<file path="config.mk">
export PLATFORM = sky130hd
export DESIGN_NAME = stps_queue
export DESIGN_NICKNAME = d
export VERILOG_FILES = /design/src/sparse_transpose_product_structure_assert.svh /design/src/stps_pkg.sv /design/src/stps_queue.sv
export SDC_FILE = /design/constraint.sdc
export NUM_CORES = 1
export LEC_CHECK = 0
export BUFFER_PORTS_ARGS = -buffer_cell sky130_fd_sc_hd__buf_2
export CORE_MARGIN = 8
export CORE_UTILIZATION = 55
export DETAILED_ROUTE_END_ITERATION = 10
export PLACE_DENSITY = 0.83
export SYNTH_ARGS = -nofsm -noshare
export SYNTH_HDL_FRONTEND = slang
export SYNTH_SLANG_ARGS = --single-unit
</file>
<file path="constraint.sdc">
create_clock -name clk -period 3.4 [get_ports clk]
set_input_delay 0 -clock clk [delete_from_list [all_inputs] [get_ports clk]]
set_output_delay 0 -clock clk [all_outputs]
set_load 0.05 [all_outputs]
</file>
<file path="src/sparse_transpose_product_structure_assert.svh">
// Assertion macros shared by the RTL of the sparse product structure block.
// Depends on nothing; included by the top level only.
`ifndef SPARSE_TRANSPOSE_PRODUCT_STRUCTURE_ASSERT_SVH
`define SPARSE_TRANSPOSE_PRODUCT_STRUCTURE_ASSERT_SVH
// Implication checked in the same cycle.
`define STPS_ASSERT_IMP(lbl, ck, rn, pre, post) \
	lbl: assert property (@(posedge ck) disable iff (!rn) (pre) |-> (post)) \
		else $error("stps assertion failed");
// Implication checked in the next cycle.
`define STPS_ASSERT_NEXT(lbl, ck, rn, pre, post) \
	lbl: assert property (@(posedge ck) disable iff (!rn) (pre) |=> (post)) \
		else $error("stps assertion failed");
`endif

</file>
<file path="src/stps_pkg.sv">
// Package of the sparse product structure block: sizes, codes and types.
// Depends on nothing; used by every other file of the block except the assertion header.
package stps_pkg;

	localparam int MaxAEntries = 1024;
	localparam int MaxBEntries = 1024;
	localparam int MaxDim = 256;
	localparam int MaxColTerms = 1024;
	localparam int QueueDepth = 2;

	localparam int DimW = $clog2(MaxDim);
	localparam int CfgW = 9;
	localparam int KeyW = 10;
	localparam int AAddrW = $clog2(MaxAEntries);
	localparam int ACntW = AAddrW + 1;
	localparam int BAddrW = $clog2(MaxBEntries);
	localparam int BCntW = BAddrW + 1;
	localparam int TermAddrW = $clog2(MaxColTerms);
	localparam int TermCntW = TermAddrW + 1;
	localparam int TotW = ACntW + BCntW - 1;
	localparam int MultW = 20;
	localparam int NzW = 17;
	localparam int QPtrW = $clog2(QueueDepth);
	localparam int QCntW = QPtrW + 1;

	localparam logic [MultW-1:0] MultSat = '1;
	localparam logic [NzW-1:0] NzSat = '1;

	typedef enum logic [1:0] {
		CMD_LOAD_A = 2'd0,
		CMD_LOAD_B = 2'd1,
		CMD_FETCH  = 2'd2,
		CMD_NONE   = 2'd3
	} cmd_t;

	localparam logic [1:0] CFG_A_ROWS = 2'd0;
	localparam logic [1:0] CFG_A_COLS = 2'd1;
	localparam logic [1:0] CFG_B_COLS = 2'd2;

	typedef struct packed {
		logic [CfgW-1:0] a_rows;
		logic [CfgW-1:0] a_cols;
		logic [CfgW-1:0] b_cols;
	} cfg_t;

	typedef struct packed {
		cmd_t            cmd;
		logic            ok;
		logic [DimW-1:0] row;
		logic [DimW-1:0] col;
		logic [KeyW-1:0] key;
	} entry_t;

	typedef struct packed {
		logic [DimW-1:0] idx;
		logic [KeyW-1:0] key;
	} store_t;

	typedef struct packed {
		logic [ACntW-1:0] first;
		logic [ACntW-1:0] cnt;
	} a_tab_t;

	typedef struct packed {
		logic [BCntW-1:0] first;
		logic [BCntW-1:0] cnt;
	} b_tab_t;

	typedef struct packed {
		logic [DimW-1:0] prow;
		logic [KeyW-1:0] akey;
		logic [KeyW-1:0] bkey;
	} term_t;

	typedef struct packed {
		logic [DimW-1:0]  product_col;
		logic [DimW-1:0]  product_row;
		logic [KeyW-1:0]  a_key;
		logic [KeyW-1:0]  b_key;
		logic             starts_nonzero;
		logic             column_last;
		logic             done_res;
		logic [NzW-1:0]   nonzero_total;
		logic [MultW-1:0] multiply_total;
		logic             error;
	} res_t;

	function automatic logic [CfgW-1:0] eff_dim(input logic [CfgW-1:0] v);
		eff_dim = (v > CfgW'(MaxDim)) ? CfgW'(MaxDim) : v;
	endfunction

endpackage

</file>
<file path="src/stps_queue.sv">
// Short queue of classified transactions between the front and back ends.
// Depends on stps_pkg.
module stps_queue (
	input  logic             clk,
	input  logic             arst_n,
	input  logic             push_valid,
	output logic             push_ready,
	input  stps_pkg::entry_t push_entry,
	output logic             pop_valid,
	input  logic             pop_ready,
	output stps_pkg::entry_t pop_entry
);

	stps_pkg::entry_t                  slots_q [stps_pkg::QueueDepth];
	logic [stps_pkg::QPtrW-1:0]        wr_ptr_q;
	logic [stps_pkg::QPtrW-1:0]        rd_ptr_q;
	logic [stps_pkg::QCntW-1:0]        count_q;
	logic                              push;
	logic                              pop;

	assign push_ready = count_q != stps_pkg::QCntW'(stps_pkg::QueueDepth);
	assign pop_valid  = count_q != '0;
	assign pop_entry  = slots_q[rd_ptr_q];
	assign push       = push_valid && push_ready;
	assign pop        = pop_valid && pop_ready;

	always_ff @(posedge clk) begin
		if (push) begin
			slots_q[wr_ptr_q] <= push_entry;
		end
	end

	always_ff @(posedge clk or negedge arst_n) begin
		if (!arst_n) begin
			wr_ptr_q <= '0;
			rd_ptr_q <= '0;
			count_q  <= '0;
		end else begin
			if (push) begin
				wr_ptr_q <= (wr_ptr_q == stps_pkg::QPtrW'(stps_pkg::QueueDepth - 1)) ? '0
					: wr_ptr_q + 1'b1;
			end
			if (pop) begin
				rd_ptr_q <= (rd_ptr_q == stps_pkg::QPtrW'(stps_pkg::QueueDepth - 1)) ? '0
					: rd_ptr_q + 1'b1;
			end
			if (push && !pop) begin
				count_q <= count_q + 1'b1;
			end else if (pop && !push) begin
				count_q <= count_q - 1'b1;
			end
		end
	end

endmodule

</file>
; ---- Yosys cells after proc, flatten, opt, wreduce, memory -nomap -nowiden
; Memories as Yosys holds them, arrays and structs flattened.
; Index checks and enable logic that the tools add are counted.
[classes]
eq_ne = 1
bitwise_logic = 0
add_sub_neg = 4
n_lt_le_gt_ge = 0
reduce_logical = 8
n_mul = 0
mux = 6
n_shift = 0
n_div = 0
[ops]
columns = op, n
row1 = logical AND 1 bit, 4
row2 = 2-to-1 mux 1 bit, 4
row3 = 2-to-1 mux 2 bit, 2
row4 = nonzero test 2 bit, 2
row5 = "adder 1 bit, second input constant", 2
row6 = "adder 2 x 1 -> 2 bit, second input constant", 1
row7 = logical NOT 1 bit, 2
row8 = "!= test 2 bit, second input constant", 1
row9 = "subtractor 2 x 1 -> 2 bit, second input constant", 1
[word_totals]
wordCells = 23
memories = 1
rom_bits = 0
output_inout_bits = 31
input_bits = 33
latch_bits = 0
reg_bits = 4
ram_bits = 58
[mem_list]
columns = name, depth, width, read_ports, rd_clocked_by_memory_dff, wr, line_no
row1 = slots_q, 2, 29, 1, 0, 1, stps_queue.sv:14  ; stps_pkg::entry_t slots_q [stps_pkg::QueueDepth];

; ---- Depth between registers and ports, before layout
; Gate-level depths: netlist (run 1).
[depth]
depth_word = 6
ltp_mapped = 7
mapped_depth_nobuf = 7

; ---- Least setup slack after synthesis (run 1)
; No wires, ideal clock.
[synth_path]
path_type = reg2reg
start = reg count_q[0] (netlist bit)
end = mem slots_q[0][0] (netlist bit), enable pin
setup_slack_ps = 987
path_buffers = 0
required_time_ps = 2985
path_stages_with_launch = 4
synth_period_minus_slack_ps = 2413
arrival_ps = 1998
setup_ps = 415
path_cell_list = dfrtp_1 > nand2b_4 > nand2_1 > nor2_1
[synth_via]
elab_chain_len = 4
[synth_lines]
columns = item, line_no
row1 = "start, declared", stps_queue.sv:17  ; logic [stps_pkg::QCntW-1:0] count_q;
row2 = "start signal, assigned", stps_queue.sv:48  ; count_q <= count_q + 1'b1;
row3 = "start signal, assigned", stps_queue.sv:50  ; count_q <= count_q - 1'b1;
row4 = != test 2 bit, stps_queue.sv:21  ; assign push_ready = count_q != stps_pkg::QCntW'(stps_pkg::QueueDepth);
row5 = via push_ready, stps_queue.sv:7  ; output logic push_ready,
row6 = logical AND 1 bit, stps_queue.sv:24  ; assign push = push_valid && push_ready;
row7 = 2-to-1 mux 1 bit, stps_queue.sv:28  ; if (push) begin
row8 = 2-to-1 mux 1 bit (not written as such), stps_queue.sv:29  ; slots_q[wr_ptr_q] <= push_entry;
row9 = "end, declared", stps_queue.sv:14
; The timed path passes the listed nets, and every way through them passes these cells.

==> run metrics, run 1 <==
result of the run finished, final reports clean; Filler Cell Count 231; number of buffers inserted by port buffering 63; final routed DRC violation total 0; sum of overflow across all layers after global routing 0; post-route minimum period 2103 ps; Synth Net Count 142; Yosys warnings 0; largest net degree at the start of global routing 30; synthesis-to-layout area growth 36.13%; worst hold path cell count 3; Worst Skew 8.511 ps; clock-pin slew of the registers on the worst-case setup and hold paths 60 ps; First DRT Iteration DRCs 78; FF/Latch Area 1842 um^2; number of cells on the worst reg-to-reg path 3; Core Area 4029 um^2; Max Freq 475.5 MHz; total number of nets in the final design 248; clk sink count 62; transition time at the pin with the least slew margin 863.1 ps; leading post-synthesis cells by instance count sky130_fd_sc_hd__edfxtp_1, sky130_fd_sc_hd__mux2_2, sky130_fd_sc_hd__dfrtp_1, sky130_fd_sc_hd__buf_6, sky130_fd_sc_hd__xnor2_1; fraction of registers with async set/reset 0.06452; max-cap viol count 0; required time at the endpoint of the critical path 3400 ps; vertical die dimension 80.86 um; setup repair after global routing missed its margin false; hold_sp push_valid; global-route wire length before repair 7479 um; detailed placer's ending HPWL 2940 um; Die Span X 80.86 um; total die area 6538 um^2; largest fanout on the critical path 21; cell count after synthesis 108; total power 2.917 mW; CP Class flip-flop to output pin; critical path data arrival time 2100 ps; WHS Endpoint wr_ptr_q; Clock Latency Late Sink 330 ps; top-level I/O count 64; mean instance size in the synthesized netlist 21.42 um^2; fraction of final layout cells with drive strength greater than 1 0.4954; count of final max-slew check failures 0; Crit. End Element output pin; number of rows created at floorplan 23; TritonCTS clock tree yes; endpoint of the worst register-to-register path slots_q[1][14]; r2r startpoint count_q[0]; share of the clock period used by the worst path 0.6185; proportion of netlist area held by the largest area contributor 0.7528; CTS Buffer Depth 2; count of H-tree levels built during CTS 3; Root Buffer Master sky130_fd_sc_hd__clkbuf_8; multi-input gate area in the final layout 436.7 um^2; via density per instance 5.000; slew margin rel. 0.4246; overall via count from detail_route 1,340; Inserted Diodes 0; number of synthesized register bits 62; Hold Worst Slack 29.19 ps; post-route standard cell area excluding fillers 3149 um^2; power density relative to cell area 926.2 nW/um^2; number of different library cells in the post-synthesis netlist 14; end-of-flow core utilization 0.7817; post-layout instance count excluding filler cells 268; placed cell count 221; number of enable flip-flop cells after synthesis 58; Final GP Congestion 0.7457; total detailed-routing wirelength 4715 um; post-synthesis cell type with the largest combined area sky130_fd_sc_hd__edfxtp_1; R2R Setup Slk 1770 ps; number of antenna-violating nets in the routed design 0; static leakage 1.228 nW; antenna violations before repair 0; HP Class primary input to flip-flop; dominant synthesized flop cell sky130_fd_sc_hd__edfxtp_1; DR WL/cell 17.59 um; number of hold-slack violations in the final timing report 0; standard cell area after detailed placement 2683 um^2; post-synthesis instance area 2313 um^2; GRT Util Overall 0.1559; setup_tns 0 ps; post-placement setup slack 1605 ps; final worst slack 1297 ps; count leader, synth sky130_fd_sc_hd__edfxtp_1; TritonRoute pass-1 iters 4; setup violation total in the final timing report 0; dominant cells by area after synthesis sky130_fd_sc_hd__edfxtp_1, sky130_fd_sc_hd__mux2_2, sky130_fd_sc_hd__dfrtp_1, sky130_fd_sc_hd__buf_6, sky130_fd_sc_hd__xnor2_1; Critical Path Start Type flip-flop; clock buffers created by TritonCTS 9; starting utilization of the core area 0.5742; sequential fraction of the synthesis area 0.7961; number of global-route vias before repair 1,485; Max IR drop VDD 0.7031 mV
## per-layer routing
| metal | track usage | up-vias | wire length, um | share of wire |
|---|---|---|---|---|
| met2 | 0.2622 | 54 | 2385 | 0.51 |
| met4 | 0.08214 | 0 | 114 | 0.024 |
| met1 | 0.1651 | 646 | 1797 | 0.38 |
| met5 | 0 | - | 0 | 0 |
| met3 | 0.06291 | 12 | 418 | 0.089 |
| li1 | - | 628 | - | - |
## cell type report
class	count	area share
clock buffer	11	0.04172
clock inverter	4	0.004768
inverter	1	0.001192
multi-input combinational	42	0.1387
sequential	62	0.5848
tap	50	0.01986
timing repair buffer	98	0.2090
## power by group
| group | total (mW) | internal, mW | switching (mW) |
|---|---|---|---|
| logic | 1.27 | 0.387 | 0.881 |
| registers | 1.16 | 1.05 | 0.108 |
| clock network | 0.493 | 0.251 | 0.242 |
## registers in the layout, indices dropped and copies added (netlist names)
register,count
rd_ptr_q,1
count_q,2
wr_ptr_q,1
slots_q,58
## cell usage in the layout, fill, tap and decap left out, types with 2 or more instances in the layout
master / netlist / routed
sky130_fd_sc_hd__clkbuf_1: 0 / 2
sky130_fd_sc_hd__xnor2_1: 3 / 3
sky130_fd_sc_hd__edfxtp_1: 58 / 58
sky130_fd_sc_hd__xor2_1: 2 / 2
sky130_fd_sc_hd__dfrtp_1: 4 / 4
sky130_fd_sc_hd__clkbuf_8: 0 / 9
sky130_fd_sc_hd__mux2_2: 29 / 29
sky130_fd_sc_hd__dlygate4sd3_1: 0 / 32
sky130_fd_sc_hd__clkinv_1: 0 / 4
sky130_fd_sc_hd__buf_2: 0 / 63
sky130_fd_sc_hd__buf_4: 0 / 3
## how the worst max path moves through the flow
stage / startpoint / end
finish: rd_ptr_q / pop_entry[21]
detailed placement: rd_ptr_q / pop_entry[21]
floorplan: count_q[0] / slots_q[0][0]
global route: rd_ptr_q / pop_entry[21]
CTS: rd_ptr_q / pop_entry[21]
global placement: rd_ptr_q / pop_entry[23]
## critical path, cell delays in order, from the launching register on
cell and delay (ps):
sky130_fd_sc_hd__dfrtp_1 900, sky130_fd_sc_hd__buf_4 320, sky130_fd_sc_hd__mux2_2 350, sky130_fd_sc_hd__buf_2 210
## timing repair
item | 4_1_cts | 5_1_grt
setup buffers | 0 | 0
resized for setup | 0 | 0
hold endpoints to repair | 63 | 0
hold buffers | 32 | 0
## logic make-up after synthesis
logic type | after synthesis | synth area share
mux | 29 | 0.1412
flops | 62 | 0.7961
xor+xnor | 5 | 0.01893
buf+inv | 4 | 0.01622
fa+ha+maj | 1 | 0.005407
simple gates | 7 | 0.02217
No activity file was read; power rests on OpenSTA's default activity.
==> run 2, diff against run 1 <==
CORE_UTILIZATION = 51   (was 55)
PLACE_DENSITY = 0.78   (was 0.83)
clock period = 2 ns   (was 3.4 ns; I/O delays follow)
==> run 2 against run 1 <==
Compared with the run above:
- non-clock buffer count up 4
- utilization is 3.0 points lower
- sequential share of layout area shrank 2.2 points
- first-iteration DRC count is 13% lower
- critical path type unchanged
- sequential power up 63%
- via count shrank 0.52%
- setup slack got worse by 800 ps
==> run metrics, run 2 (synthesis results as in run 1) <==
CP Cell Sequence buf_4, mux2_2, buf_2; final worst slack 500.9 ps; power density relative to cell area 1653 nW/um^2; total detailed-routing wirelength 4586 um; number of hold-slack violations in the final timing report 0; CTS Buffer Depth 2; static leakage 1.293 nW; TritonCTS clock tree yes; Die Span X 83.35 um; share of the clock period used by the worst path 0.7495; largest net degree at the start of global routing 21; required time at the endpoint of the critical path 2000 ps; slowest cell delay on critical path 370 ps; commonest non-fill, non-tap cells in the layout sky130_fd_sc_hd__buf_2, sky130_fd_sc_hd__edfxtp_1, sky130_fd_sc_hd__dlygate4sd3_1, sky130_fd_sc_hd__mux2_2, sky130_fd_sc_hd__clkbuf_8; Buf+Inv Stages, Crit Path 2; end-of-flow core utilization 0.7520; TritonRoute pass-1 iters 4; Final GP Congestion 0.7029; top-level I/O count 64; result of the run finished, final reports clean; post-placement setup slack 531.6 ps; number of rows created at floorplan 24; overall via count from detail_route 1,333; Most flops, register slots_q; largest fanout on the critical path 15; clock-pin slew of the registers on the worst-case setup and hold paths 60 ps; critical path data arrival time 1500 ps; DR WL/cell 16.68 um; antenna violations before repair 0; Max IR drop VDD 1.165 mV; total number of nets in the final design 252; flip-flop count of the largest register after layout 58; Crit. End Element output pin; GRT Util Overall 0.1367; global-route wire length before repair 7293 um; multi-input gate area in the final layout 436.7 um^2; slew margin rel. 0.8225; transition time at the pin with the least slew margin 266.2 ps; Post CTS Setup Buffer Count 0; setup violation total in the final timing report 0; Clock Latency Late Sink 330 ps; Core Area 4354 um^2; First DRT Iteration DRCs 68; synthesis-to-layout area growth 41.54%; detailed placer's ending HPWL 3113 um; CP Class flip-flop to output pin; number of buffers inserted by port buffering 63; Filler Cell Count 253; Max Freq 667.1 MHz; max-cap viol count 0; final routed DRC violation total 0; Root Buffer Master sky130_fd_sc_hd__clkbuf_8; number of antenna-violating nets in the routed design 0; commonest non-fill, non-tap cell in the layout sky130_fd_sc_hd__buf_2; sum of overflow across all layers after global routing 0; fraction of final layout cells with drive strength greater than 1 0.5291; family with the most delay on the worst path buffers and inverters; Critical Path Start Type flip-flop; Worst Skew 3.069 ps; placed cell count 226; count of final max-slew check failures 0; clk sink count 62; setup_tns 0 ps; library cell contributing the largest single delay on the critical path sky130_fd_sc_hd__mux2_2; count of H-tree levels built during CTS 3; FF/Latch Area 1842 um^2; HP Class primary input to flip-flop; vertical die dimension 83.35 um; total die area 6947 um^2; Inserted Diodes 0; number of global-route vias before repair 1,509; via density per instance 4.847; setup repair after global routing missed its margin false; starting utilization of the core area 0.5313; post-route minimum period 1499 ps; post-layout instance count excluding filler cells 275; Regs by FF count slots_q (58), count_q (2); clock buffers created by TritonCTS 9
run 2: changes by cell type in the layout (fill, tap and decap cells not counted):
cell                            before  now
sky130_fd_sc_hd__clkinv_2            0    3
sky130_fd_sc_hd__buf_4               3    6
sky130_fd_sc_hd__bufinv_16           0    3
sky130_fd_sc_hd__clkinvlp_4          0    1
sky130_fd_sc_hd__clkinv_1            4    0
sky130_fd_sc_hd__clkbuf_1            2    0
sky130_fd_sc_hd__dlygate4sd3_1      32   33
run 2: through the flow:
stage          total power [mW]  instance area, um^2  hold WS (ps)
2_1_floorplan             3.668                 2316        -295.6
3_5_place_dp              4.136                 2708        -189.1
6_report                  5.411                 3274         392.6
4_1_cts                   5.475                 3274         369.3
5_1_grt                   5.643                 3274         373.1
3_3_place_gp              4.074                 2708        -193.2
run 2: power by group:
part	switching [mW]	internal, mW	total [mW]	leakage (nW)
clock	0.455	0.820	1.27	0.119
combinational	1.56	0.686	2.25	0.589
sequential	0.104	1.78	1.89	0.585
total	2.12	3.29	5.41	1.29
run 2: final cells by class:
cell class,count,share of cell area
repair buffers,102,0.2109
inverters,1,0.001146
clock inverters,7,0.03439
well taps,52,0.01987
clock buffers,9,0.03783
flip-flops and latches,62,0.5625
multi-input cells,42,0.1334
run 2: path summary, 6_finish.rpt:
| path | start | slack (ps) | endpoint | depth (start not counted) |
|---|---|---|---|---|
| hold reg to reg | wr_ptr_q | 520 | wr_ptr_q | 1 |
| hold / removal | push_entry[14] | 390 | slots_q[0][14] | 2 |
| min in group asynchronous | arst_n | 570 | count_q[0] | 3 |
| max in group asynchronous | arst_n | 1260 | rd_ptr_q | 3 |
| setup / recovery | rd_ptr_q | 500 | pop_entry[15] | 3 |
| setup reg to reg | count_q[0] | 510 | count_q[1] | 7 |
run 2: per-layer routing:
layer  vias to the layer above  GRT usage  share of wire
met4                         0    0.07029          0.012
li1                        636          -              -
met1                       646     0.1330           0.38
met3                         7    0.06641          0.067
met2                        44     0.2341           0.54
met5                         -          0              0
run 2: what timing repair did:
item,4_1_cts,5_1_grt
resized for setup,0,0
hold buffers,33,0
endpoints found under the hold margin,64,0
==> run 3, diff against run 2 <==
clock period = 1.4 ns   (was 2 ns; I/O delays follow)
==> run 3 against run 2 <==
Compared with the run above:
- design area increased by 7.0%
- the flow now finishes with violations (setup timing)
- setup slack got worse by 550 ps
- clock power decreased by 5%
- power increased by 49%
- worst hold slack improved by 5.2 ps
- first-iteration DRC count increased by 65%
- global-route usage increased by 0.63 points
==> run metrics, run 3 (synthesis results as in run 1) <==
First DRT Iteration DRCs 112; count of final max-slew check failures 0; TritonRoute pass-1 iters 4; slew margin rel. 0.8288; clock buffers created by TritonCTS 9; number of rows created at floorplan 24; endpoint of the worst register-to-register path count_q[1]; clk sink count 62; global-route wire length before repair 7721 um; total die area 6947 um^2; via density per instance 4.975; HP Class primary input to flip-flop; r2r startpoint count_q[1]; post-route minimum period 1447 ps; largest net degree at the start of global routing 22; Core Area 4354 um^2; sum of overflow across all layers after global routing 0; count of H-tree levels built during CTS 3; CP Class flip-flop to output pin; CTS Buffer Depth 2; Crit. End Element output pin; setup violation total in the final timing report 28; result of the run finished with violations; number of antenna-violating nets in the routed design 0; number of hold-slack violations in the final timing report 0; number of cells on the worst reg-to-reg path 6; power share of the combinational group 0.514; setup repair after global routing missed its margin true; DR WL/cell 17.63 um; top-level I/O count 64; worst hold path cell count 2; share of the clock period used by the worst path 1.033; sequential cell fraction of total power 0.336; total detailed-routing wirelength 4920 um; Clk network pwr share 0.150; required time at the endpoint of the critical path 1400 ps; static leakage 1.367 nW; clock-pin slew of the registers on the worst-case setup and hold paths 60 ps; transition time at the pin with the least slew margin 258.6 ps; overall via count from detail_route 1,388; Max IR drop VDD 1.763 mV; commonest non-fill, non-tap cells in the layout sky130_fd_sc_hd__edfxtp_1, sky130_fd_sc_hd__buf_2, sky130_fd_sc_hd__dlygate4sd3_1, sky130_fd_sc_hd__buf_6, sky130_fd_sc_hd__mux2_2; fraction of final layout cells with drive strength greater than 1 0.5463; critical path data arrival time 1450 ps; GRT Util Overall 0.1430; TritonCTS clock tree yes; number of global-route vias before repair 1,582; Max Freq 691.3 MHz; max-cap viol count 0; antenna violations before repair 0; Switching Fraction 0.3965; Filler Cell Count 220; failing checks setup timing; R2R Setup Slk 30 ps; Clock Latency Late Sink 320 ps; WHS Endpoint slots_q[0][6]; largest fanout on the critical path 18; final worst slack -46.65 ps; Die Span X 83.35 um; Critical Path Start Type flip-flop; Inserted Diodes 0; Regs by FF count slots_q (58), count_q (2); Most flops, register slots_q; vertical die dimension 83.35 um; starting utilization of the core area 0.5313; Root Buffer Master sky130_fd_sc_hd__clkbuf_8; setup_tns -746.6 ps; synthesis-to-layout area growth 51.38%; flip-flop count of the largest register after layout 58; detailed placer's ending HPWL 3096 um; Final GP Congestion 0.6744; commonest non-fill, non-tap cell in the layout sky130_fd_sc_hd__edfxtp_1; hold_sp push_entry[6]; power density relative to cell area 2303 nW/um^2; Worst Skew 7.617 ps; total net switching power 3.198 mW; internal cell power 4.867 mW; final routed DRC violation total 0; total power 8.065 mW; total number of nets in the final design 257; number of buffers inserted by port buffering 63
## run 3: cell count changes in the layout (fill, tap and decap cells not counted), sizes merged
cell | previous run | this run
bufinv | 3 | 0
clkinvlp | 1 | 0
clkbuf | 9 | 12
buf | 69 | 74
## run 3: per-layer routing
| metal | vias up | part of all wire | track usage |
|---|---|---|---|
| met5 | - | 0 | 0 |
| met4 | 0 | 0.020 | 0.06709 |
| met3 | 12 | 0.064 | 0.06348 |
| met2 | 53 | 0.54 | 0.2496 |
| met1 | 676 | 0.37 | 0.1413 |
| li1 | 647 | - | - |
## run 3: critical path, cell delays in order, from the launching register on
cell and delay, ps:
sky130_fd_sc_hd__dfrtp_2 420, sky130_fd_sc_hd__buf_12 180, sky130_fd_sc_hd__mux2_2 360, sky130_fd_sc_hd__buf_6 160
## run 3: area by class of cell
type / instances / area [um^2] / area share
timing repair buffer: 107 / 954.7 / 0.2726
tap: 52 / 65.06 / 0.01858
inverter: 1 / 3.754 / 0.001072
clock inverter: 3 / 12.51 / 0.003573
multi-input combinational: 42 / 488.0 / 0.1393
clock buffer: 12 / 135.1 / 0.03859
sequential: 62 / 1843 / 0.5263
## run 3: through the flow
| stage | worst slack, ps | hold WS, ps | instances | util | area, um^2 |
|---|---|---|---|---|---|
| 2_1_floorplan | -193.4 | -295.6 | 108 | - | 2332 |
| 3_3_place_gp | 28.45 | -196.0 | 227 | 0.6359 | 2769 |
| 3_5_place_dp | -23.27 | -187.7 | 227 | 0.6359 | 2769 |
| 4_1_cts | -68.44 | 384.5 | 277 | 0.7862 | 3423 |
| 5_1_grt | -105.6 | 390.9 | 279 | 0.8043 | 3502 |
| 6_report | -46.65 | 397.8 | 279 | 0.8043 | 3502 |
## run 3: power by group through the flow
| stage | Sequential, mW | Combinational (mW) | Clock (mW) |
|---|---|---|---|
| floorplan | 2.70 | 2.56 | 0 |
| global placement | 2.70 | 3.27 | 0 |
| detailed placement | 2.74 | 3.33 | 0 |
| CTS | 2.70 | 3.95 | 1.25 |
| global route | 2.75 | 4.34 | 1.32 |
| finish | 2.71 | 4.14 | 1.21 |
## run 3: how the worst max path moves through the flow
stage	end	slack (ps)	startpoint
3_5_place_dp	count_q[1]	-20	count_q[1]
4_1_cts	pop_entry[18]	-70	rd_ptr_q
5_1_grt	pop_entry[9]	-110	rd_ptr_q
2_1_floorplan	slots_q[0][0]	-190	count_q[0]
6_report	pop_entry[9]	-50	rd_ptr_q
3_3_place_gp	count_q[1]	30	count_q[1]
## run 3: timing repair
item | in CTS | in global routing
endpoints found under the hold margin | 64 | 0
pin swaps | 4 | 2
resized for setup | 52 | 17
buffers inserted | 2 | 2
setup endpoints to repair | 30 | 30
hold buffers | 33 | 0
