### config.mk
export PLATFORM = sky130hd
export DESIGN_NAME = stps_front_flat
export DESIGN_NICKNAME = d
export VERILOG_FILES = /design/src/sparse_transpose_product_structure_assert.svh /design/src/stps_pkg.sv /design/src/stps_if.sv /design/src/stps_front.sv /design/src/flat_wrapper.sv
export SDC_FILE = /design/constraint.sdc
export NUM_CORES = 1
export LEC_CHECK = 0
export BUFFER_PORTS_ARGS = -buffer_cell sky130_fd_sc_hd__buf_4
export CAP_MARGIN = 0
export CORE_MARGIN = 2
export CORE_UTILIZATION = 39
export DETAILED_ROUTE_END_ITERATION = 10
export GPL_TIMING_DRIVEN = 0
export PLACE_DENSITY = 0.91
export SYNTH_ARGS = -nofsm -noshare
export SYNTH_HDL_FRONTEND = slang
export SYNTH_SLANG_ARGS = --single-unit
### constraint.sdc
create_clock -name vclk -period 3.9
set_clock_uncertainty 0.1 [all_clocks]
set_input_delay 0.39 -clock vclk [all_inputs]
set_output_delay 0.39 -clock vclk [all_outputs]
set_load 0.005 [all_outputs]
### src/sparse_transpose_product_structure_assert.svh
// Assertion macros shared by the RTL of the sparse product structure block.
// Depends on nothing; included by the top level only.
`ifndef SPARSE_TRANSPOSE_PRODUCT_STRUCTURE_ASSERT_SVH
`define SPARSE_TRANSPOSE_PRODUCT_STRUCTURE_ASSERT_SVH
// Implication checked in the same cycle.
`define STPS_ASSERT_IMP(lbl, ck, rn, pre, post) \
	lbl: assert property (@(posedge ck) disable iff (!rn) (pre) |-> (post)) \
		else $error("stps assertion failed");
// Implication checked in the next cycle.
`define STPS_ASSERT_NEXT(lbl, ck, rn, pre, post) \
	lbl: assert property (@(posedge ck) disable iff (!rn) (pre) |=> (post)) \
		else $error("stps assertion failed");
`endif

### src/stps_pkg.sv
// Package of the sparse product structure block: sizes, codes and types.
// Depends on nothing; used by every other file of the block except the assertion header.
package stps_pkg;

	localparam int MaxAEntries = 1024;
	localparam int MaxBEntries = 1024;
	localparam int MaxDim = 256;
	localparam int MaxColTerms = 1024;
	localparam int QueueDepth = 2;

	localparam int DimW = $clog2(MaxDim);
	localparam int CfgW = 9;
	localparam int KeyW = 10;
	localparam int AAddrW = $clog2(MaxAEntries);
	localparam int ACntW = AAddrW + 1;
	localparam int BAddrW = $clog2(MaxBEntries);
	localparam int BCntW = BAddrW + 1;
	localparam int TermAddrW = $clog2(MaxColTerms);
	localparam int TermCntW = TermAddrW + 1;
	localparam int TotW = ACntW + BCntW - 1;
	localparam int MultW = 20;
	localparam int NzW = 17;
	localparam int QPtrW = $clog2(QueueDepth);
	localparam int QCntW = QPtrW + 1;

	localparam logic [MultW-1:0] MultSat = '1;
	localparam logic [NzW-1:0] NzSat = '1;

	typedef enum logic [1:0] {
		CMD_LOAD_A = 2'd0,
		CMD_LOAD_B = 2'd1,
		CMD_FETCH  = 2'd2,
		CMD_NONE   = 2'd3
	} cmd_t;

	localparam logic [1:0] CFG_A_ROWS = 2'd0;
	localparam logic [1:0] CFG_A_COLS = 2'd1;
	localparam logic [1:0] CFG_B_COLS = 2'd2;

	typedef struct packed {
		logic [CfgW-1:0] a_rows;
		logic [CfgW-1:0] a_cols;
		logic [CfgW-1:0] b_cols;
	} cfg_t;

	typedef struct packed {
		cmd_t            cmd;
		logic            ok;
		logic [DimW-1:0] row;
		logic [DimW-1:0] col;
		logic [KeyW-1:0] key;
	} entry_t;

	typedef struct packed {
		logic [DimW-1:0] idx;
		logic [KeyW-1:0] key;
	} store_t;

	typedef struct packed {
		logic [ACntW-1:0] first;
		logic [ACntW-1:0] cnt;
	} a_tab_t;

	typedef struct packed {
		logic [BCntW-1:0] first;
		logic [BCntW-1:0] cnt;
	} b_tab_t;

	typedef struct packed {
		logic [DimW-1:0] prow;
		logic [KeyW-1:0] akey;
		logic [KeyW-1:0] bkey;
	} term_t;

	typedef struct packed {
		logic [DimW-1:0]  product_col;
		logic [DimW-1:0]  product_row;
		logic [KeyW-1:0]  a_key;
		logic [KeyW-1:0]  b_key;
		logic             starts_nonzero;
		logic             column_last;
		logic             done_res;
		logic [NzW-1:0]   nonzero_total;
		logic [MultW-1:0] multiply_total;
		logic             error;
	} res_t;

	function automatic logic [CfgW-1:0] eff_dim(input logic [CfgW-1:0] v);
		eff_dim = (v > CfgW'(MaxDim)) ? CfgW'(MaxDim) : v;
	endfunction

endpackage

### src/stps_if.sv
// Channel interfaces of the sparse product structure block.
// Depends on stps_pkg for field widths.
interface stps_item_if;
	logic                      valid;
	logic                      ready;
	logic [1:0]                command;
	logic [stps_pkg::DimW-1:0] row_index;
	logic [stps_pkg::DimW-1:0] col_index;
	logic [stps_pkg::KeyW-1:0] entry_key;
	modport source(output valid, output command, output row_index, output col_index,
		output entry_key, input ready);
	modport sink(input valid, input command, input row_index, input col_index,
		input entry_key, output ready);
endinterface


### src/stps_front.sv
// Front end: accepts input transactions and classifies them, checking load ranges.
// Depends on stps_pkg and stps_if.
module stps_front (
	stps_item_if.sink          req,
	input  stps_pkg::cfg_t     cfg,
	output logic               push_valid,
	input  logic               push_ready,
	output stps_pkg::entry_t   push_entry
);

	stps_pkg::cmd_t cmd;
	logic           ok;

	assign cmd = stps_pkg::cmd_t'(req.command);

	always_comb begin
		unique case (cmd)
			stps_pkg::CMD_LOAD_A: begin
				ok = ({1'b0, req.row_index} < cfg.a_rows) && ({1'b0, req.col_index} < cfg.a_cols);
			end
			stps_pkg::CMD_LOAD_B: begin
				ok = ({1'b0, req.row_index} < cfg.a_rows) && ({1'b0, req.col_index} < cfg.b_cols);
			end
			default: begin
				ok = 1'b0;
			end
		endcase
	end

	assign push_valid      = req.valid;
	assign req.ready       = push_ready;
	assign push_entry.cmd  = cmd;
	assign push_entry.ok   = ok;
	assign push_entry.row  = req.row_index;
	assign push_entry.col  = req.col_index;
	assign push_entry.key  = req.entry_key;

endmodule

### src/flat_wrapper.sv
// flat-port wrapper written by rule: the top's interface ports become plain ports
module stps_front_flat 
  (cfg, push_valid, push_ready, push_entry, req_valid, req_command, req_row_index, req_col_index, req_entry_key, req_ready);
  stps_item_if req_i ();
  input  stps_pkg::cfg_t cfg;
  output logic push_valid;
  input  logic push_ready;
  output stps_pkg::entry_t push_entry;
  input wire logic [$bits(req_i.valid)-1:0] req_valid;
  input wire logic [$bits(req_i.command)-1:0] req_command;
  input wire logic [$bits(req_i.row_index)-1:0] req_row_index;
  input wire logic [$bits(req_i.col_index)-1:0] req_col_index;
  input wire logic [$bits(req_i.entry_key)-1:0] req_entry_key;
  output wire logic [$bits(req_i.ready)-1:0] req_ready;
  assign req_i.valid = req_valid;
  assign req_i.command = req_command;
  assign req_i.row_index = req_row_index;
  assign req_i.col_index = req_col_index;
  assign req_i.entry_key = req_entry_key;
  assign req_ready = req_i.ready;
  stps_front u_core (.req(req_i), .cfg(cfg), .push_valid(push_valid), .push_ready(push_ready), .push_entry(push_entry));
endmodule
### After elaboration in Yosys (flattened, before gate mapping)

Cells that the tools add are included.

| word-level totals | value |
|---|---|
| flip-flop bits (word level) | 0 |
| bits of input ports | 57 |
| output and inout bits | 31 |
| word-level logic and storage cells | 8 |

| operators by class | value |
|---|---|
| $lt $le $gt $ge | 3 |
| equal/unequal tests | 1 |
| multiplexer cells | 1 |
| reduce and logical (&&, ||, !) cells | 3 |

Operators by type and width:

| kind | number |
|---|---|
| $lt A8 B9 Y1 | 3 |
| $eq A2 B1 Y1 const B | 1 |
| $logic_and A1 B1 Y1 | 2 |
| $logic_not A2 Y1 | 1 |
| $pmux W1 S2 | 1 |

### Logic depth before layout (Yosys ltp)

Gate-level depths: netlist (run 1).

| depth | value |
|---|---|
| word-level depth | 3 |
| depth in mapped cells | 8 |
| gate-level depth less buffers | 7 |

### Worst setup path before layout (run 1)

OpenSTA, ideal clock, no wires.

| timing path | value |
|---|---|
| path type | in2out |
| from | input cfg[2] (netlist name) |
| to | output push_entry[26] (netlist name) |
| data arrival time | 1.625 ns |
| required time | 3.410 ns |
| setup slack | 1.785 ns |
| cell stages on the path | 8 |
| path buffers | 1 |
| path through | inv_1 -> ha_1 -> a21oi_2 -> o21ai_1 -> a31oi_1 -> o21ai_2 -> a2111oi_2 -> buf_4 |

| on the way | value |
|---|---|
| word-level cells in the longest chain between the ends | 3 |

RTL lines:

| what | line | source |
|---|---|---|
| from (decl) | flat_wrapper.sv:5 | `input stps_pkg::cfg_t cfg;` |
| $lt A8 B9 Y1 | stps_front.sv:22 | `ok = ({1'b0, req.row_index} < cfg.a_rows) && ({1'b0, req.col_index} < cfg.b_cols);` |
| $logic_and A1 B1 Y1 | stps_front.sv:22 |  |
| $pmux W1 S2 | stps_front.sv:17 | `unique case (cmd)` |
| to (decl) | flat_wrapper.sv:8 | `output stps_pkg::entry_t push_entry;` |

Every way passes these cells.

### Worst setup path in the final report (run 1)

| timing path | value |
|---|---|
| from | input req_col_index[2] |
| to | output push_entry[26] (netlist name) |

| on the way | value |
|---|---|
| word-level cells in the longest chain between the ends | 3 |
| elaborated cells between the ends (all ways) | 5 |

RTL lines:

| what | line | source |
|---|---|---|
| from (decl) | flat_wrapper.sv:12 | `input wire logic [$bits(req_i.col_index)-1:0] req_col_index;` |
| $lt A8 B9 Y1, on equally long branches | stps_front.sv:22, stps_front.sv:19 |  |
| $logic_and A1 B1 Y1, on equally long branches | stps_front.sv:22, stps_front.sv:19 |  |
| $pmux W1 S2 (*) | stps_front.sv:17 |  |

Mark *: on every way between the ends. The rest lies on a longest branch, timed or not.

==> impl_results.md, run 1 <==
- Residual DRC: 0
- Placed wire-length estimate: 1960 µm
- PwrDens: 101 nW/µm²
- Yosys top cell by area: ha_1
- YS warnings: 0
- Min Clock Period, post-route: 2.45 ns
- Remaining antenna violation count after routing: 0
- MaxCap Viol Count: 0
- Number of global-route vias before repair: ~900
- Crit path kind: in2out
- Leakage: 0.000879 µW
- Dpl cells: between 200 and 250
- Synth cell types: 22
- Non-filler instance count after layout: 212
- Cells after Synth: 109
- Post-CTS sizing: 0
- Core Rows: 16
- Antenna cells: 0
- Largest family of logic cells by synthesized area: buffers and inverters
- Global Route Usage Sum: about 16%
- Synth Area in XOR/XNOR: 0%
- Slew Limit Fails: 0
- CP Max Fanout: 3
- # IOs: 88
- Synth area leaders: ha_1 (33%), buf_4 (29%), inv_1 (10%)
- Final setup vio count: 0
- Core area: 1960 µm²
- Post-synthesis simple-gate area fraction: 8.82%
- Seq/Total Area, Yosys: 0%
- Worst Setup Start Kind: primary input
- Synth cell count leaders: buf_4 (31), inv_1 (22), ha_1 (21)
- Count leader, synth: buf_4
- Die height: around 50 µm
- Max VDD drop: approximately 61 µV
- Die Area: roughly 2500 µm²
- Register Area: 0 µm²
- Post-layout nets: 265
- Worst Setup End Kind: output pin
- Area Overhead vs Synth: 74.8%
- Slew at the pin with the worst max-slew slack: 0.267 ns
- Via count: between 900 and 1000
- RSZ-0062 raised after global routing: no
- Final setup TNS: 0 ns
- Via-to-Cell Ratio: 4.50
- # port buffers: 76
- Syn Area/Cell: 7.42 µm²
- Critical Path AT: 1.96 ns
- Place WS: 1.46 ns
- Mapped Nets: 187
- Chip width: 49.5 µm
- First-pass iteration count of the detailed router: 4
- Antenna violations before repair: 0
- Compound-Gate Fraction of Synth Area: 19.7%
- Final GP Congestion: 0.728
- Clock buffers: 0
- Total gr overflow: 0
- Global-route wire length before repair: 3290 µm
- Mux cell area share after synthesis: 0%
- Slew HR: 82.2%
- Post-Syn Area: between 800 and 900 µm²
- CTS Hold Bufs: 0
- Share of the synthesized area in the top cell type: 32.5%
- WL final: 2050 µm
- WP data required: 3.41 ns
- Final setup margin: 1.45 ns
- Hold Crit Class: in2out
- Wire per inst: approximately 9.7 µm
- Number of post-CTS setup repair buffers: 0
- Adder-cell share of the synthesized area: 32.5%
- Final Hold Fails: 0
- DR iter-0 viols: 1
- Final hold slack: 0.846 ns
- Layout cells sized above 1: between 60% and 70%
- Final critical-path share of the clock period: 62.8%
- Largest net degree at the start of global routing: 4
- Max frequency: 0.409 GHz
- Status: completed
- Initial core utilization: 41.2%
- FFs & Latches: 0
## final timing paths
| kind | from | slack [ns] | end | depth (start not counted) |
|---|---|---|---|---|
| worst max-delay path | req_col_index[2] | 1.45 | push_entry[26] | 9 |
| worst min-delay path | push_ready | 0.85 | req_ready | 2 |
## per-layer routing
| metal | GRT usage, % | part of all wire [%] |
|---|---|---|
| met1 | 15.9 | 34 |
| met4 | 0 | 0 |
| met5 | 0 | 0 |
| met2 | 35.3 | 52 |
| met3 | 2.73 | 13 |
## layout by cell type (no fill, tap or decap), drive strengths merged, types with 2 or more instances in the layout
master / count
a21oi: 7
ha: 21
inv: 22
nor2: 4
o21a: 2
buf: 107
nand2: 2
a21o: 3
o21ai: 7
nand4b: 2
## where the power goes
| part | switching (µW) | internal, µW |
|---|---|---|
| Combinational | 49.1 | 93.1 |
| Clock | 0 | 0 |
| Sequential | 0 | 0 |
| Total | 49.1 | 93.1 |
## metrics by stage
stage          total power (µW)  cell area (µm²)  utilization, %
2_1_floorplan              69.5              808               -
3_3_place_gp                138             1410            72.0
3_5_place_dp                144             1410            72.0
4_1_cts                     144             1410            72.0
5_1_grt                     158             1410            72.0
6_report                    142             1410            72.0
## worst max-delay path, cell delays in order
cell       delay [ns]
buf_4            0.12
ha_1             0.31
a21oi_2          0.14
o21ai_1          0.09
a31oi_1          0.22
o21ai_2          0.08
a2111oi_2        0.35
buf_4            0.16
buf_4            0.09
## area by class of cell
| class | instances | area [µm²] |
|---|---|---|
| Timing Repair Buffer | 76 | 571 |
| Fill cell | 169 | 549 |
| Multi-Input combinational cell | 56 | 493 |
| Buffer | 31 | 233 |
| Inverter | 22 | 82.6 |
| Tap cell | 27 | 33.8 |
## kinds of logic after synthesis
| family | after synthesis |
|---|---|
| and+or+nand+nor | 12 |
| adders and majority gates | 21 |
| buffers and inverters | 53 |
| AOI/OAI and AO/OA | 23 |
(Power assumes the default switching activity.)
==> inputs of run 2 (changes only) <==
--- a/config.mk
+++ b/config.mk
@@ -8,10 +8,10 @@
 export BUFFER_PORTS_ARGS = -buffer_cell sky130_fd_sc_hd__buf_4
 export CAP_MARGIN = 0
 export CORE_MARGIN = 2
-export CORE_UTILIZATION = 39
+export CORE_UTILIZATION = 33
 export DETAILED_ROUTE_END_ITERATION = 10
 export GPL_TIMING_DRIVEN = 0
-export PLACE_DENSITY = 0.91
+export PLACE_DENSITY = 0.82
 export SYNTH_ARGS = -nofsm -noshare
 export SYNTH_HDL_FRONTEND = slang
 export SYNTH_SLANG_ARGS = --single-unit
==> constraint.sdc (replaced) <==
create_clock -name vclk -period 2.1
set_clock_uncertainty 0.1 [all_clocks]
set_input_delay 0.21 -clock vclk [all_inputs]
set_output_delay 0.21 -clock vclk [all_outputs]
set_load 0.005 [all_outputs]
==> run 2 against run 1 <==
Setup slack got worse by 1.3 ns. Non-clock buffer count decreased by 1. Via count decreased by 2.6%. Critical path depth decreased by 1. Utilization decreased by 9.1 points. Routed wire length increased by 4.1%. Largest cell class unchanged. Flip-flop and latch count unchanged. Die area increased by 17%.
==> impl_results.md, run 2 (synthesis results as in run 1) <==
- Top routing layer in use: met3
- Hold endpoint: push_entry[8]
- Placed wire-length estimate: 2000 µm (+2.2%)
- MaxCap Viol Count: 0 (unchanged)
- Worst Setup Start Kind: primary input
- Critical path's top delay family: compound AO/OA/AOI/OAI gates
- Int Power: 173 µW (+86%)
- CP Max Fanout: 3 (unchanged)
- Worst path bufs/invs: 2 (-1)
- Worst hold path startpoint: req_entry_key[8]
- Commonest non-fill, non-tap cell in the layout: buf_4
- Placed cell areas: 1410 µm² (about the same)
- DR iter-0 viols: 2 (+1)
- First-pass iteration count of the detailed router: 3 (-1)
- Switching share of power: 35.0% (+0.47 points)
- Antenna cells: 0 (unchanged)
- Initial core utilization: 35.8% (-5.3 points)
- Clock buffers: 0 (unchanged)
- PwrDens: 188 nW/µm² (+87%)
- Min Clock Period, post-route: 1.98 ns
- Register Area: 0 µm² (unchanged)
- Final setup vio count: 0 (unchanged)
- Sequential Power Share: 0% (unchanged)
- Die height: 53.5 µm (+8.0%)
- Hold depth: 2 (unchanged)
- Switching pwr: 93.3 µW (+90%)
- Hold Crit Class: in2out
- Crit-path max cell delay: 0.34 ns (about the same)
- Residual DRC: 0 (unchanged)
- Final Cell Area: 1420 µm² (+0.44%)
- Final setup TNS: 0 ns (unchanged)
- Final Hold Fails: 0 (unchanged)
- Leakage: 0.000875 µW (-0.46%)
- Final setup margin: 0.123 ns (-1.33 ns)
- Total gr overflow: 0 (unchanged)
- Clock share of power: 0% (unchanged)
- Layout cells sized above 1: 60.9% (-0.21 points)
- Final critical-path share of the clock period: 94.1%
- Largest net degree at the start of global routing: 4 (unchanged)
- Critical Path AT: 1.67 ns (-0.29 ns)
- Wire per inst: 10.1 µm (+4.1%)
- Post-layout nets: 264 (-0.38%)
- Slowest cell on the critical path: a2111oi_4
- Slew at the pin with the worst max-slew slack: 0.259 ns (-0.00774 ns)
- Cell chain of the critical path: buf_4 -> ha_1 -> a21oi_2 -> o21ai_1 -> a31oi_1 -> o21ai_2 -> a2111oi_4 -> buf_4
- RSZ-0062 raised after global routing: no
- Global Route Usage Sum: 13.1% (-3.0 points)
- Crit path kind: in2out
- DR WL met2: 1180 µm (+10%)
- Core area: 2250 µm² (+15%)
- Slew Limit Fails: 0 (unchanged)
- M1 WL: 755 µm (+7.1%)
- FFs & Latches: 0 (unchanged)
- WL final: 2140 µm (+4.1%)
- Number of global-route vias before repair: 847 (-5.4%)
- Core Rows: 17 (+1)
- Via-to-Cell Ratio: 4.38 (-2.6%)
- Final hold slack: 0.485 ns (-0.360 ns)
- Global-route wire length before repair: 2960 µm (-10%)
- CTS Hold Bufs: 0 (unchanged)
- Chip width: 53.5 µm (+8.0%)
- Metal3 WL: 202 µm (-27%)
- Max VDD drop: 103 µV (+69%)
- # IOs: 88 (unchanged)
- Antenna violations before repair: 0 (unchanged)
- Final GP Congestion: 0.685 (-6.0%)
- Via count: 929 (-2.6%)
- Place WS: 0.0237 ns (-1.43 ns)
- Most frequent cells in the layout: buf_4 (106), inv_1 (22), ha_1 (21)
- Status: completed
- Die Area: 2860 µm² (+17%)
- WP data required: 1.79 ns (-1.62 ns)
- Max frequency: 0.506 GHz
- Comb power frac: 100.0% (about the same)
- Area Overhead vs Synth: 75.5%
- Slew HR: 82.6% (+0.39 points)
- # port buffers: 76 (unchanged)
- Most frequent CP cell: buf_4
- Remaining antenna violation count after routing: 0 (unchanged)
- Worst Setup End Kind: output pin
run 2: cell types whose count changed in the layout (fill, tap and decap cells not counted):
cell / change
buf_4: -1
a2111oi_2: -1
a2111oi_4: +1
run 2: through the flow:
stage	std cells	total power (µW)	util, %
6_report	212	267	62.9
3_5_place_dp	213	267	62.7
4_1_cts	213	268	62.7
5_1_grt	212	295	62.9
2_1_floorplan	109	129	-
3_3_place_gp	213	258	62.7
run 2: cell type report:
cell class | count | area (µm²)
Fill cell | 209 | 836
Timing Repair Buffer | 76 | 571
Buffer | 30 | 225
Inverter | 22 | 82.6
Multi-Input combinational cell | 56 | 505
Tap cell | 28 | 35.0
run 2: how the worst max path moves through the flow:
stage | start | to | slack, ns | depth (start not counted)
finish | req_col_index[2] | push_entry[26] | 0.12 | 8
global route | req_col_index[2] | push_entry[26] | 0.03 | 8
CTS | req_col_index[2] | push_entry[26] | 0.02 | 9
detailed placement | req_col_index[2] | push_entry[26] | 0.02 | 9
global placement | req_col_index[2] | push_entry[26] | 0.02 | 9
floorplan | cfg[2] | push_entry[26] | 0.35 | 8
run 2: timing repair:
| action | CTS | global route |
|---|---|---|
| buffers inserted | 0 | 0 |
| setup endpoints to repair | 0 | 1 |
| gates resized for setup | 0 | 1 |
run 2: per-layer routing:
layer / global-route usage (%) / vias to the layer above
met4: 0.855 / 0
met5: 0 / -
met2: 27.6 / 53
li1: - / 482
met1: 14.5 / 394
met3: 0.282 / 0
run 2: power groups by stage:
stage	clock network, µW	registers (µW)	logic, µW
finish	0	0	267
global route	0	0	295
CTS	0	0	268
detailed placement	0	0	267
global placement	0	0	258
floorplan	0	0	129
==> inputs of run 3 (changes only) <==
--- a/config.mk
+++ b/config.mk
@@ -5,10 +5,11 @@
 export SDC_FILE = /design/constraint.sdc
 export NUM_CORES = 1
 export LEC_CHECK = 0
+export ABC_AREA = 1
 export BUFFER_PORTS_ARGS = -buffer_cell sky130_fd_sc_hd__buf_4
 export CAP_MARGIN = 0
-export CORE_MARGIN = 2
-export CORE_UTILIZATION = 33
+export CORE_MARGIN = 8
+export CORE_UTILIZATION = 35
 export DETAILED_ROUTE_END_ITERATION = 10
 export GPL_TIMING_DRIVEN = 0
 export PLACE_DENSITY = 0.82
==> run 3 against run 2 <==
First-iteration DRC count rose to 5.0 times the previous value. Utilization down 1.4 points. Synthesized cell count increased by 40%. Critical path depth increased by 3. Die area increased by 58%. Combinational power up 3%. Count of clock-buffer cells in the layout unchanged. Global-route usage down 3.2 points. Flip-flop and latch count did not move. Synthesized area is 13% higher. Via count up 10%. Largest cell class unchanged. Largest power group unchanged.
==> impl_results.md, run 3 <==
- Final critical-path share of the clock period: 79.7% (-14 points)
- RSZ-0062 raised after global routing: no
- Core area: 2480 µm² (+9.9%)
- Worst path bufs/invs: 3 (+1)
- Total gr overflow: 0 (unchanged)
- YS warnings: 0 (unchanged)
- DR iter-0 viols: 10 (+8)
- Multi-input gate area: 537 µm² (+6.2%)
- Number of global-route vias before repair: 1020 (+20%)
- Register Area: 0 µm² (unchanged)
- Share of the synthesized area in the top cell type: 28.6% (-3.9 points)
- Most frequent cells in the layout: buf_4 (107), nand2_1 (38), inv_1 (36)
- Antenna violations before repair: 0 (unchanged)
- Post-layout nets: 309 (+17%)
- Synth cell count leaders: nand2_1 (38), inv_1 (36), buf_4 (31)
- Cell chain of the critical path: buf_4 -> ha_1 -> nand2_1 -> nand2_1 -> a21oi_2 -> nand2_1 -> a21oi_2 -> nand2_1 -> nor2_2 -> buf_4 -> buf_4
- Final GP Congestion: 0.757 (+10%)
- First-pass iteration count of the detailed router: 4 (+1)
- Die Area: 4510 µm² (+58%)
- WL final: 2490 µm (+16%)
- PwrDens: 181 nW/µm² (-3.8%)
- Final Hold Fails: 0 (unchanged)
- Final setup TNS: 0 ns (unchanged)
- Fin util: 61.6% (-1.4 points)
- Critical path's top delay family: simple AND/OR/NAND/NOR gates
- Wire per inst: 9.60 µm (-4.7%)
- Min Clock Period, post-route: 1.67 ns (-0.304 ns)
- Hold Crit Class: in2out
- Antenna cells: 0 (unchanged)
- Remaining antenna violation count after routing: 0 (unchanged)
- WP data required: 1.79 ns (about the same)
- Die height: 67.2 µm (+26%)
- Via-to-Cell Ratio: 3.95 (-10%)
- Count leader, synth: nand2_1
- FFs & Latches: 0 (unchanged)
- Crit-path max cell delay: 0.31 ns (-0.03 ns)
- # IOs: 88 (unchanged)
- Most frequent CP cell: nand2_1
- CP Max Fanout: 3 (unchanged)
- Worst Setup Start Kind: primary input
- Worst Setup End Kind: output pin
- Critical Path AT: 1.36 ns (-0.31 ns)
- MaxCap Viol Count: 0 (unchanged)
- Post-CTS sizing: 0 (unchanged)
- Slowest cell on the critical path: ha_1
- Final setup vio count: 0 (unchanged)
- Layout cells sized above 1: 50.7% (-10 points)
- Residual DRC: 0 (unchanged)
- Leakage: 0.00101 µW (+15%)
- Cells after Synth: 153 (+40%)
- Commonest non-fill, non-tap cell in the layout: buf_4
- Slew at the pin with the worst max-slew slack: 0.146 ns (-0.113 ns)
- Max frequency: 0.598 GHz (+18%)
- Area Overhead vs Synth: 66.3%
- Via count: 1022 (+10%)
- Placed wire-length estimate: 2430 µm (+21%)
- Slew HR: 90.3% (+7.7 points)
- Fill cells: 237 (+13%)
- Synth cell types: 15 (-32%)
- Chip width: 67.2 µm (+26%)
- Initial core utilization: 37.0% (+1.2 points)
- Status: completed
- Post-Syn Area: 917 µm² (+13%)
- Yosys top cell by area: ha_1
- Core Rows: 18 (+1)
- Crit path kind: in2out
- Largest net degree at the start of global routing: 4 (unchanged)
- Slew Limit Fails: 0 (unchanged)
- Global-route wire length before repair: 3820 µm (+29%)
- Syn Area/Cell: 5.99 µm² (-19%)
- CTS Hold Bufs: 0 (unchanged)
- Max VDD drop: 102 µV (-0.55%)
- Seq/Total Area, Yosys: 0% (unchanged)
- Clock buffers: 0 (unchanged)
- Synth area leaders: ha_1 (29%), buf_4 (25%), nand2_1 (16%)
- Global Route Usage Sum: 9.83% (-3.2 points)
- Mapped Nets: 231 (+24%)
- # port buffers: 76 (unchanged)
- Number of post-CTS setup repair buffers: 0 (unchanged)
[run 3: cell types whose count changed after synthesis, sizes merged, moves of 2 or more]
cell and change:
o21a -2, clkinv +2, inv +15, nand3 +5, nand2 +37, nor2 +6
o21ai -7, a21o -3, nand4b -2
[run 3: logic make-up after synthesis]
group / synth area share (%)
AO/OA/AOI/OAI: 5.32
AND/OR/NAND/NOR: 24.6
buffers and inverters: 41.5
adder cells (fa/ha/maj): 28.6
[run 3: metal layers]
layer / routed length [µm] / GRT usage, % / up-vias
met5: 0 / 0 / -
met4: 0 / 0 / 0
met3: 273 / 2.81 / 0
met2: 1280 / 18.6 / 39
met1: 930 / 11.2 / 404
li1: - / - / 579
[run 3: layout make-up]
type | count | area share [%]
Timing Repair Buffer | 76 | 37.4
Multi-Input combinational cell | 83 | 35.2
Buffer | 31 | 15.3
Inverter | 39 | 9.68
Tap cell | 30 | 2.46
[run 3: final timing paths]
kind | slack, ns | cells after the start | from | to
setup / recovery | 0.43 | 11 | req_row_index[7] | push_entry[26]
hold / removal | 0.49 | 2 | req_entry_key[3] | push_entry[3]
[run 3: through the flow]
| step | hold slack (ns) | worst slack, ns | std cells | area [µm²] | total power, µW |
|---|---|---|---|---|---|
| 4_1_cts | 0.488 | 0.402 | 259 | 1530 | 282 |
| 2_1_floorplan | 0.401 | 0.676 | 153 | 917 | 141 |
| 3_5_place_dp | 0.488 | 0.409 | 259 | 1530 | 281 |
| 3_3_place_gp | 0.488 | 0.416 | 259 | 1530 | 275 |
| 5_1_grt | 0.492 | 0.247 | 259 | 1530 | 315 |
| 6_report | 0.486 | 0.427 | 259 | 1530 | 276 |
[run 3: where the power goes]
group	internal, µW	switching, µW	leakage [µW]
logic	173	103	0.00101
registers	0	0	0
clock network	0	0	0
